[src/hdl/rsm_pkg.sv]
package rsm_pkg;

    localparam int MOD_WIDTH = 16;
    localparam int EXP_WIDTH = 16;
    localparam int KW        = $clog2(EXP_WIDTH);

    // config register indexes
    localparam logic CFG_EXPONENT = 1'b0;
    localparam logic CFG_MODULUS  = 1'b1;

    localparam logic [EXP_WIDTH-1:0] EXP_RESET = 16'd1;
    localparam logic [MOD_WIDTH-1:0] MOD_RESET = 16'd2;

    localparam logic CMD_ENCRYPT = 1'b0;
    localparam logic CMD_DECRYPT = 1'b1;

    localparam logic [7:0] LOWER_BASE = 8'd97;
    localparam logic [7:0] UPPER_BASE = 8'd65;
    localparam logic [7:0] LETTER_SPAN = 8'd25;
    localparam logic [7:0] TERMINATOR = 8'd35;

    localparam int QUEUE_DEPTH = 2;
    localparam int QPW         = $clog2(QUEUE_DEPTH);

    typedef struct packed {
        logic [EXP_WIDTH-1:0] exponent;
        logic [MOD_WIDTH-1:0] modulus;
    } t_cfg;

    typedef struct packed {
        logic decrypt;
        logic last;
    } t_job_ctl;

    typedef enum logic [2:0] {
        ST_IDLE,
        ST_BASE,
        ST_SQR,
        ST_MUL,
        ST_FIN
    } t_eng_state;

endpackage

[src/hdl/rsm_front.sv]
module rsm_front
    import rsm_pkg::*;
#(
    parameter int VALUE_WIDTH = 16
) (
    input  logic                   i_command,
    input  logic [VALUE_WIDTH-1:0] i_value,
    input  logic                   i_is_last,
    output logic                   o_drop,
    output logic [VALUE_WIDTH-1:0] o_base,
    output t_job_ctl               o_ctl
);

    logic [7:0] ch;
    logic [7:0] mapped;

    always_comb begin
        ch     = i_value[7:0];
        mapped = ch;
        o_drop = 1'b0;
        if (ch inside {[LOWER_BASE:LOWER_BASE + LETTER_SPAN]}) begin
            mapped = ch - LOWER_BASE;
        end else if (ch inside {[UPPER_BASE:UPPER_BASE + LETTER_SPAN]}) begin
            mapped = ch - UPPER_BASE;
        end else if (ch == TERMINATOR) begin
            o_drop = (i_command == CMD_ENCRYPT);
        end

        if (i_command == CMD_DECRYPT) begin
            o_base = i_value;
        end else begin
            o_base = VALUE_WIDTH'(mapped);
        end
        o_ctl.decrypt = (i_command == CMD_DECRYPT);
        o_ctl.last    = i_is_last;
    end

endmodule

[src/hdl/rsm_queue.sv]
module rsm_queue
    import rsm_pkg::*;
#(
    parameter int W = 18
) (
    input  logic         i_clk,
    input  logic         i_rst_n,
    input  logic         i_push,
    input  logic [W-1:0] i_push_data,
    output logic         o_full,
    input  logic         i_pop,
    output logic [W-1:0] o_pop_data,
    output logic         o_empty
);

    logic [W-1:0]     r_mem [QUEUE_DEPTH];
    logic [QPW-1:0]   r_wr;
    logic [QPW-1:0]   r_rd;
    logic [QPW:0]     r_cnt;
    logic [QPW-1:0]   n_wr;
    logic [QPW-1:0]   n_rd;
    logic [QPW:0]     n_cnt;

    assign o_full     = (r_cnt == (QPW + 1)'(QUEUE_DEPTH));
    assign o_empty    = (r_cnt == '0);
    assign o_pop_data = r_mem[r_rd];

    always_comb begin
        n_wr  = r_wr;
        n_rd  = r_rd;
        n_cnt = r_cnt;
        if (i_push) begin
            n_wr = (r_wr == QPW'(QUEUE_DEPTH - 1)) ? '0 : r_wr + 1'b1;
        end
        if (i_pop) begin
            n_rd = (r_rd == QPW'(QUEUE_DEPTH - 1)) ? '0 : r_rd + 1'b1;
        end
        if (i_push && !i_pop) begin
            n_cnt = r_cnt + 1'b1;
        end else if (!i_push && i_pop) begin
            n_cnt = r_cnt - 1'b1;
        end
    end

    always_ff @(posedge i_clk) begin
        if (!i_rst_n) begin
            r_wr  <= '0;
            r_rd  <= '0;
            r_cnt <= '0;
        end else begin
            r_wr  <= n_wr;
            r_rd  <= n_rd;
            r_cnt <= n_cnt;
        end
    end

    always_ff @(posedge i_clk) begin
        if (i_push) begin
            r_mem[r_wr] <= i_push_data;
        end
    end

endmodule

[src/hdl/rsm_engine.sv]
module rsm_engine
    import rsm_pkg::*;
#(
    parameter int VALUE_WIDTH = 16
) (
    input  logic                   i_clk,
    input  logic                   i_rst_n,
    input  t_cfg                   i_cfg,
    input  logic                   i_q_valid,
    input  t_job_ctl               i_q_ctl,
    input  logic [VALUE_WIDTH-1:0] i_q_base,
    output logic                   o_q_pop,
    output logic                   o_valid,
    input  logic                   i_ready,
    output logic [VALUE_WIDTH-1:0] o_result_value,
    output logic                   o_last_out
);

    localparam int CW = ($clog2(VALUE_WIDTH) > $clog2(MOD_WIDTH)) ?
                        $clog2(VALUE_WIDTH) : $clog2(MOD_WIDTH);
    localparam int SW = MOD_WIDTH + 2;

    t_eng_state             r_state;
    t_eng_state             n_state;
    logic [VALUE_WIDTH-1:0] r_v;
    t_job_ctl               r_ctl;
    logic [MOD_WIDTH-1:0]   r_r;
    logic [MOD_WIDTH-1:0]   r_a;
    logic [MOD_WIDTH-1:0]   r_y;
    logic [MOD_WIDTH-1:0]   r_b;
    logic [MOD_WIDTH-1:0]   r_acc;
    logic [KW-1:0]          r_k;
    logic [CW-1:0]          r_cnt;
    logic                   r_out_valid;
    logic [VALUE_WIDTH-1:0] r_res;
    logic                   r_olast;

    logic [SW-1:0]          addend;
    logic [SW-1:0]          m_ext;
    logic [SW-1:0]          t0;
    logic [SW-1:0]          t1;
    logic [SW-1:0]          t2;
    logic [MOD_WIDTH-1:0]   step_r;
    logic                   last_step;
    logic                   exp_bit;
    logic                   mod_ok;
    logic                   out_free;
    logic                   load;
    logic [7:0]             plain;
    logic [VALUE_WIDTH-1:0] result;

    // one shift-add-reduce step: r = 2r + addend mod m, r stays below m
    always_comb begin
        if (r_state == ST_BASE) begin
            addend = SW'(r_v[VALUE_WIDTH-1]);
        end else begin
            addend = r_y[MOD_WIDTH-1] ? SW'(r_a) : '0;
        end
        m_ext  = SW'(i_cfg.modulus);
        t0     = SW'({r_r, 1'b0}) + addend;
        t1     = (t0 >= m_ext) ? t0 - m_ext : t0;
        t2     = (t1 >= m_ext) ? t1 - m_ext : t1;
        step_r = t2[MOD_WIDTH-1:0];
    end

    assign last_step = (r_state == ST_BASE) ? (r_cnt == CW'(VALUE_WIDTH - 1))
                                            : (r_cnt == CW'(MOD_WIDTH - 1));
    assign exp_bit   = i_cfg.exponent[r_k];
    assign mod_ok    = (i_cfg.modulus >= MOD_WIDTH'(2));
    assign out_free  = !r_out_valid || i_ready;
    assign plain     = r_acc[7:0] + LOWER_BASE;
    assign result    = r_ctl.decrypt ? VALUE_WIDTH'(plain) : VALUE_WIDTH'(r_acc);

    always_comb begin
        n_state = r_state;
        o_q_pop = 1'b0;
        load    = 1'b0;
        case (r_state)
            ST_IDLE: begin
                if (i_q_valid) begin
                    o_q_pop = 1'b1;
                    n_state = mod_ok ? ST_BASE : ST_FIN;
                end
            end
            ST_BASE: begin
                if (last_step) begin
                    n_state = ST_SQR;
                end
            end
            ST_SQR: begin
                if (last_step) begin
                    if (exp_bit) begin
                        n_state = ST_MUL;
                    end else if (r_k == '0) begin
                        n_state = ST_FIN;
                    end
                end
            end
            ST_MUL: begin
                if (last_step) begin
                    n_state = (r_k == '0) ? ST_FIN : ST_SQR;
                end
            end
            ST_FIN: begin
                if (out_free) begin
                    load    = 1'b1;
                    n_state = ST_IDLE;
                end
            end
            default: begin
                n_state = ST_IDLE;
            end
        endcase
    end

    always_ff @(posedge i_clk) begin
        if (!i_rst_n) begin
            r_state     <= ST_IDLE;
            r_out_valid <= 1'b0;
        end else begin
            r_state <= n_state;
            if (load) begin
                r_out_valid <= 1'b1;
            end else if (i_ready) begin
                r_out_valid <= 1'b0;
            end
        end
    end

    always_ff @(posedge i_clk) begin
        if (load) begin
            r_res   <= result;
            r_olast <= r_ctl.last;
        end
        case (r_state)
            ST_IDLE: begin
                if (o_q_pop) begin
                    r_v   <= i_q_base;
                    r_ctl <= i_q_ctl;
                    r_r   <= '0;
                    r_cnt <= '0;
                    r_acc <= '0;
                    r_k   <= KW'(EXP_WIDTH - 1);
                end
            end
            ST_BASE: begin
                r_v <= r_v << 1;
                if (last_step) begin
                    // base reduced, start the first squaring of acc = 1
                    r_b   <= step_r;
                    r_acc <= MOD_WIDTH'(1);
                    r_a   <= MOD_WIDTH'(1);
                    r_y   <= MOD_WIDTH'(1);
                    r_r   <= '0;
                    r_cnt <= '0;
                end else begin
                    r_r   <= step_r;
                    r_cnt <= r_cnt + 1'b1;
                end
            end
            ST_SQR: begin
                if (last_step) begin
                    r_acc <= step_r;
                    r_r   <= '0;
                    r_cnt <= '0;
                    r_y   <= step_r;
                    if (exp_bit) begin
                        r_a <= r_b;
                    end else begin
                        r_a <= step_r;
                        r_k <= r_k - 1'b1;
                    end
                end else begin
                    r_y   <= r_y << 1;
                    r_r   <= step_r;
                    r_cnt <= r_cnt + 1'b1;
                end
            end
            ST_MUL: begin
                if (last_step) begin
                    r_acc <= step_r;
                    r_r   <= '0;
                    r_cnt <= '0;
                    r_a   <= step_r;
                    r_y   <= step_r;
                    r_k   <= r_k - 1'b1;
                end else begin
                    r_y   <= r_y << 1;
                    r_r   <= step_r;
                    r_cnt <= r_cnt + 1'b1;
                end
            end
            default: begin
            end
        endcase
    end

    assign o_valid        = r_out_valid;
    assign o_result_value = r_res;
    assign o_last_out     = r_olast;

endmodule

[src/hdl/rsa_symbol_modexp_core.sv]
// channel   | valid    | ready    | payload
// ----------+----------+----------+------------------------------------
// input     | i_valid  | o_ready  | i_command, i_value, i_is_last
// result    | o_valid  | i_ready  | o_result_value, o_last_out
// config    | i_cfg_we | -        | i_cfg_index, i_cfg_data
//
// in the engine an item first has its base reduced, one bit a cycle, then gets a
// square for each of the 16 exponent bits and a multiply for each one bit; each
// is a 16 step shift-add-reduce loop; at modulus below 2 it goes straight to the final state
// a two entry queue decouples input from the engine; encrypt terminators are dropped
// at the front; the result register holds while i_ready is low
// reset is synchronous, empties the queue, idles the engine, sets exponent 1, modulus 2
module rsa_symbol_modexp_core
    import rsm_pkg::*;
#(
    parameter int VALUE_WIDTH = 16
) (
    input  logic                   i_clk,
    input  logic                   i_rst_n,
    input  logic                   i_cfg_we,
    input  logic                   i_cfg_index,
    input  logic [MOD_WIDTH-1:0]   i_cfg_data,
    input  logic                   i_valid,
    output logic                   o_ready,
    input  logic                   i_command,
    input  logic [VALUE_WIDTH-1:0] i_value,
    input  logic                   i_is_last,
    output logic                   o_valid,
    input  logic                   i_ready,
    output logic [VALUE_WIDTH-1:0] o_result_value,
    output logic                   o_last_out
);

    localparam int QW = VALUE_WIDTH + $bits(t_job_ctl);

    t_cfg                   r_cfg;
    logic                   drop;
    logic [VALUE_WIDTH-1:0] f_base;
    t_job_ctl               f_ctl;
    logic                   q_full;
    logic                   q_empty;
    logic                   q_pop;
    logic                   q_push;
    logic [QW-1:0]          q_out;
    t_job_ctl               q_ctl;

    always_ff @(posedge i_clk) begin
        if (!i_rst_n) begin
            r_cfg.exponent <= EXP_RESET;
            r_cfg.modulus  <= MOD_RESET;
        end else if (i_cfg_we) begin
            if (i_cfg_index == CFG_EXPONENT) begin
                r_cfg.exponent <= i_cfg_data;
            end else begin
                r_cfg.modulus <= i_cfg_data;
            end
        end
    end

    rsm_front #(
        .VALUE_WIDTH(VALUE_WIDTH)
    ) u_front (
        .i_command(i_command),
        .i_value  (i_value),
        .i_is_last(i_is_last),
        .o_drop   (drop),
        .o_base   (f_base),
        .o_ctl    (f_ctl)
    );

    assign o_ready = !q_full;
    assign q_push  = i_valid && !q_full && !drop;

    rsm_queue #(
        .W(QW)
    ) u_queue (
        .i_clk      (i_clk),
        .i_rst_n    (i_rst_n),
        .i_push     (q_push),
        .i_push_data({f_ctl, f_base}),
        .o_full     (q_full),
        .i_pop      (q_pop),
        .o_pop_data (q_out),
        .o_empty    (q_empty)
    );

    assign q_ctl = q_out[QW-1:VALUE_WIDTH];

    rsm_engine #(
        .VALUE_WIDTH(VALUE_WIDTH)
    ) u_engine (
        .i_clk         (i_clk),
        .i_rst_n       (i_rst_n),
        .i_cfg         (r_cfg),
        .i_q_valid     (!q_empty),
        .i_q_ctl       (q_ctl),
        .i_q_base      (q_out[VALUE_WIDTH-1:0]),
        .o_q_pop       (q_pop),
        .o_valid       (o_valid),
        .i_ready       (i_ready),
        .o_result_value(o_result_value),
        .o_last_out    (o_last_out)
    );

endmodule

[config.mk]
export PLATFORM = sky130hd
export DESIGN_NAME = rsa_symbol_modexp_core
export DESIGN_NICKNAME = d
export VERILOG_FILES = /design/src/hdl/rsm_pkg.sv /design/src/hdl/rsm_front.sv /design/src/hdl/rsm_queue.sv /design/src/hdl/rsm_engine.sv /design/src/hdl/rsa_symbol_modexp_core.sv
export SDC_FILE = /design/constraint.sdc
export NUM_CORES = 1
export LEC_CHECK = 0
export BUFFER_PORTS_ARGS = -buffer_cell sky130_fd_sc_hd__buf_2
export CORE_MARGIN = 5
export CORE_UTILIZATION = 40
export DETAILED_ROUTE_END_ITERATION = 8
export REMOVE_ABC_BUFFERS = 1
export SYNTH_ARGS = -nofsm -noshare
export SYNTH_HDL_FRONTEND = slang
export SYNTH_SLANG_ARGS = --single-unit
[constraint.sdc]
create_clock -name i_clk -period 9.1 [get_ports i_clk]
set_clock_uncertainty 0.15 [all_clocks]
set_input_delay 0.91 -clock i_clk [delete_from_list [all_inputs] [get_ports i_clk]]
set_output_delay 0.91 -clock i_clk [all_outputs]
set_load 0.05 [all_outputs]
==> results by group <==
Global route
  – Overall global routing resource usage: around 16%
  – Vias in the first global route: 7786
  – Initial antenna violation count: 0
  – Largest net degree at the start of global routing: 42
  – Global-route wire length before repair: 41110 um
  – Grt ovf: 0

Critical path
  – Most used cell, CP: ha_1
  – R2R depth: 31
  – Crit path DAT: roughly 8.6 ns
  – Worst r2r src: u_engine.r_state[2]
  – Worst setup path category: flip-flop to flip-flop
  – Critical Path RT: between 9 and 10 ns
  – CP startpoint: u_engine.r_state[2]
  – R2r endpoint: u_engine.r_a[3]
  – CP Depth: 31
  – Worst setup endpoint: u_engine.r_a[3]
  – Max incr delay on CP: around 0.62 ns
  – Worst path bufs/invs: 2
  – CP startpoint kind: flip-flop
  – CP max FO: 19
  – Top delay family on crit path: simple AND/OR/NAND/NOR gates
  – Crit-path slowest cell: or4_4
  – Worst Setup End Kind: flip-flop
  – Register-to-register setup slack: between 0.4 and 0.5 ns

Clocking
  – CTS tree: built
  – Clock-pin transition on the worst setup and hold timing paths: around 0.080 ns
  – Clk sink count: 200
  – Root Driver: clkbuf_16
  – Clock Tree Buf Depth: 2
  – H-tree depth: 4
  – Clk_lat worst skew: roughly 0.45 ns
  – Total CTS buffers: 17
  – # hold bufs at CTS: 0

Yosys
  – Syn_area_per_cell: between 10 and 15 um^2
  – Area of the mapped netlist: between 10000 and 15000 um^2
  – Yosys cell types: 67
  – Yosys Warn Count: 0
  – Dominant cells by area after synthesis: edfxtp_1 (43%), dfxtp_1 (7.4%), ha_1 (6.2%), nand2_1 (4.1%), xnor2_1 (3.1%)
  – Top-area cell type share of the netlist area: a little over two fifths
  – Post-synth top flop: edfxtp_1
  – EDFF count, synth: between 150 and 200
  – Yosys reg bits: 200
  – Seq/Total Area, Yosys: 50.11%
  – Cells after Synth: ~1100
  – Yosys top cell by area: edfxtp_1
  – Synth async-reset ratio: 0%

Finish
  – Fin area: 12550 um^2
  – ANT cells: 0
  – Commonest non-fill, non-tap cell in the layout: edfxtp_1
  – Area delta synth->final: 12.40%
  – Fill count: about 2600
  – Most frequent cells in the layout: edfxtp_1 (159), nand2_1 (121), nor2_1 (76)
  – Final Core Density: a little under half
  – Final nets: 1207
  – Layout cells sized above 1: between 10% and 20%

STA
  – RSZ-0062 raised after global routing: no
  – Slew Viols, Final: 0
  – Final hold vios: 0
  – Fmax: 116.2 MHz
  – Final min period: roughly 8.6 ns
  – Setup TNS: 0 ns
  – Slew @ Worst Pin: approximately 1.1 ns
  – Setup Viol. Count Final: 0
  – Final Cycle Share: between 90% and 100%
  – Max-slew headroom: between 20 and 30%

Floorplanning
  – Initial Util: 40.31%
  – Die area: 31360 um^2
  – # IOs: 59
  – Rows: 61
  – Core Box Area: 27710 um^2
  – Die width: approximately 180 um
  – Die Y: approximately 180 um

Drt
  – Final wirelength: between 20000 and 30000 um
  – DRC Markers: 0
  – Iter 0 DRT Violations: about 530
  – Via-to-Cell Ratio: 5.315
  – Wire length per cell: between 15 and 20 um
  – DRT Pass-1 Iters: 5
  – Via count: about 8000
  – Number of routed nets with antenna violations: 0

Flow run
  – MaxCap Viol Count: 0

Status
  – Run status: finished clean

Placement
  – Hpwl dp: 19010 um
  – GP Congestion: ~0.9
  – Area after DPL: between 10000 and 15000 um^2
  – PortBufs: 58

Hold path
  – Path category of the worst min-delay check: flip-flop to flip-flop
## per-layer routing
layer  share of wire (%)  global-route usage [%]
met3                 3.2                   2.478
met1                  47                   22.09
met5                   0                       0
met4                 1.5                   4.900
met2                  49                   27.75
## worst register-to-register path: cells and delay by family (launching register included)
family	cells	cell delay, ns
adders and majority gates	4	1.32
muxes	2	0.71
DFF	1	0.42
xor gates and xnor gates	1	0.19
AOI/OAI and AO/OA	12	2.51
and+or+nand+nor	10	2.52
buffers and inverters	2	0.46
## cell usage after synthesis (all sizes together), types with 14 or more instances
| cell | n |
|---|---|
| nor3 | 18 |
| edfxtp | 159 |
| xnor2 | 40 |
| nand3 | 16 |
| mux2 | 19 |
| nor2b | 17 |
| mux2i | 29 |
| o21ai | 73 |
| a21boi | 36 |
| clkbuf | 36 |
| ha | 55 |
| and2 | 17 |
| a21o | 22 |
| a21oi | 64 |
| dfxtp | 41 |
| nor2 | 80 |
| xor2 | 14 |
| nand2 | 121 |
| inv | 52 |
| and3 | 22 |
| nand2b | 15 |
## through the flow
| stage | instances | hold WS (ns) | setup slack (ns) |
|---|---|---|---|
| finish | 1500 | 0.2829 | 0.4963 |
| global route | 1500 | 0.3072 | 0.02687 |
| CTS | 1499 | 0.2856 | 0.2071 |
| detailed placement | 1467 | 0.2664 | 0.2663 |
| global placement | 1467 | 0.2564 | 0.3975 |
| floorplan | 1021 | 0.2503 | 0.6224 |
## logic make-up after synthesis
family / after synthesis / share of synthesized area [%]
AO/OA/AOI/OAI: 264 / 15.26
XOR/XNOR: 54 / 4.235
adder cells (fa/ha/maj): 58 / 6.700
buffers and inverters: 95 / 3.429
flip-flops: 200 / 50.11
multiplexers: 53 / 5.860
AND/OR/NAND/NOR: 340 / 14.41
## timing repair
item                                    4_1_cts  5_1_grt
resized for setup                             0       14
buffers inserted                              0        1
endpoints found under the setup margin        0       68
endpoints found under the hold margin         0        0
## worst min-delay path by stage
stage	start	to	depth (start not counted)
floorplan	u_engine.r_ctl[0]	u_engine.o_last_out	0
finish	u_engine.r_ctl[0]	u_engine.o_last_out	0
global placement	u_engine.r_ctl[0]	u_engine.o_last_out	0
global route	u_engine.r_ctl[0]	u_engine.o_last_out	0
detailed placement	u_engine.r_ctl[0]	u_engine.o_last_out	0
CTS	u_engine.r_ctl[0]	u_engine.o_last_out	0
## flip-flops by register name (all words and copies together), names as in the netlist, 3 cells and up, named ones only
register and count:
u_engine.r_b 16, u_engine.r_state 3, u_engine.r_acc 16, u_engine.r_r 16, u_engine.o_result_value 16, r_cfg 32
u_engine.r_k 4, u_engine.r_y 16, u_engine.r_a 16, u_engine.r_cnt 4, u_engine.r_v 16, u_queue.r_mem 36
## final cells by class
type                       instances  area [um^2]  area share, %
tap                              378        473.0          3.768
sequential                       200         5595          44.58
inverter                          52        195.2          1.555
timing repair buffer              69        385.4          3.070
multi-input combinational        769         5261          41.92
clock buffer                      17        425.4          3.389
clock inverter                    15        216.5          1.724
Power is left out: the tool's default activity adds up to more than one toggle a clock period on the data nets, which glitch-free logic cannot reach.
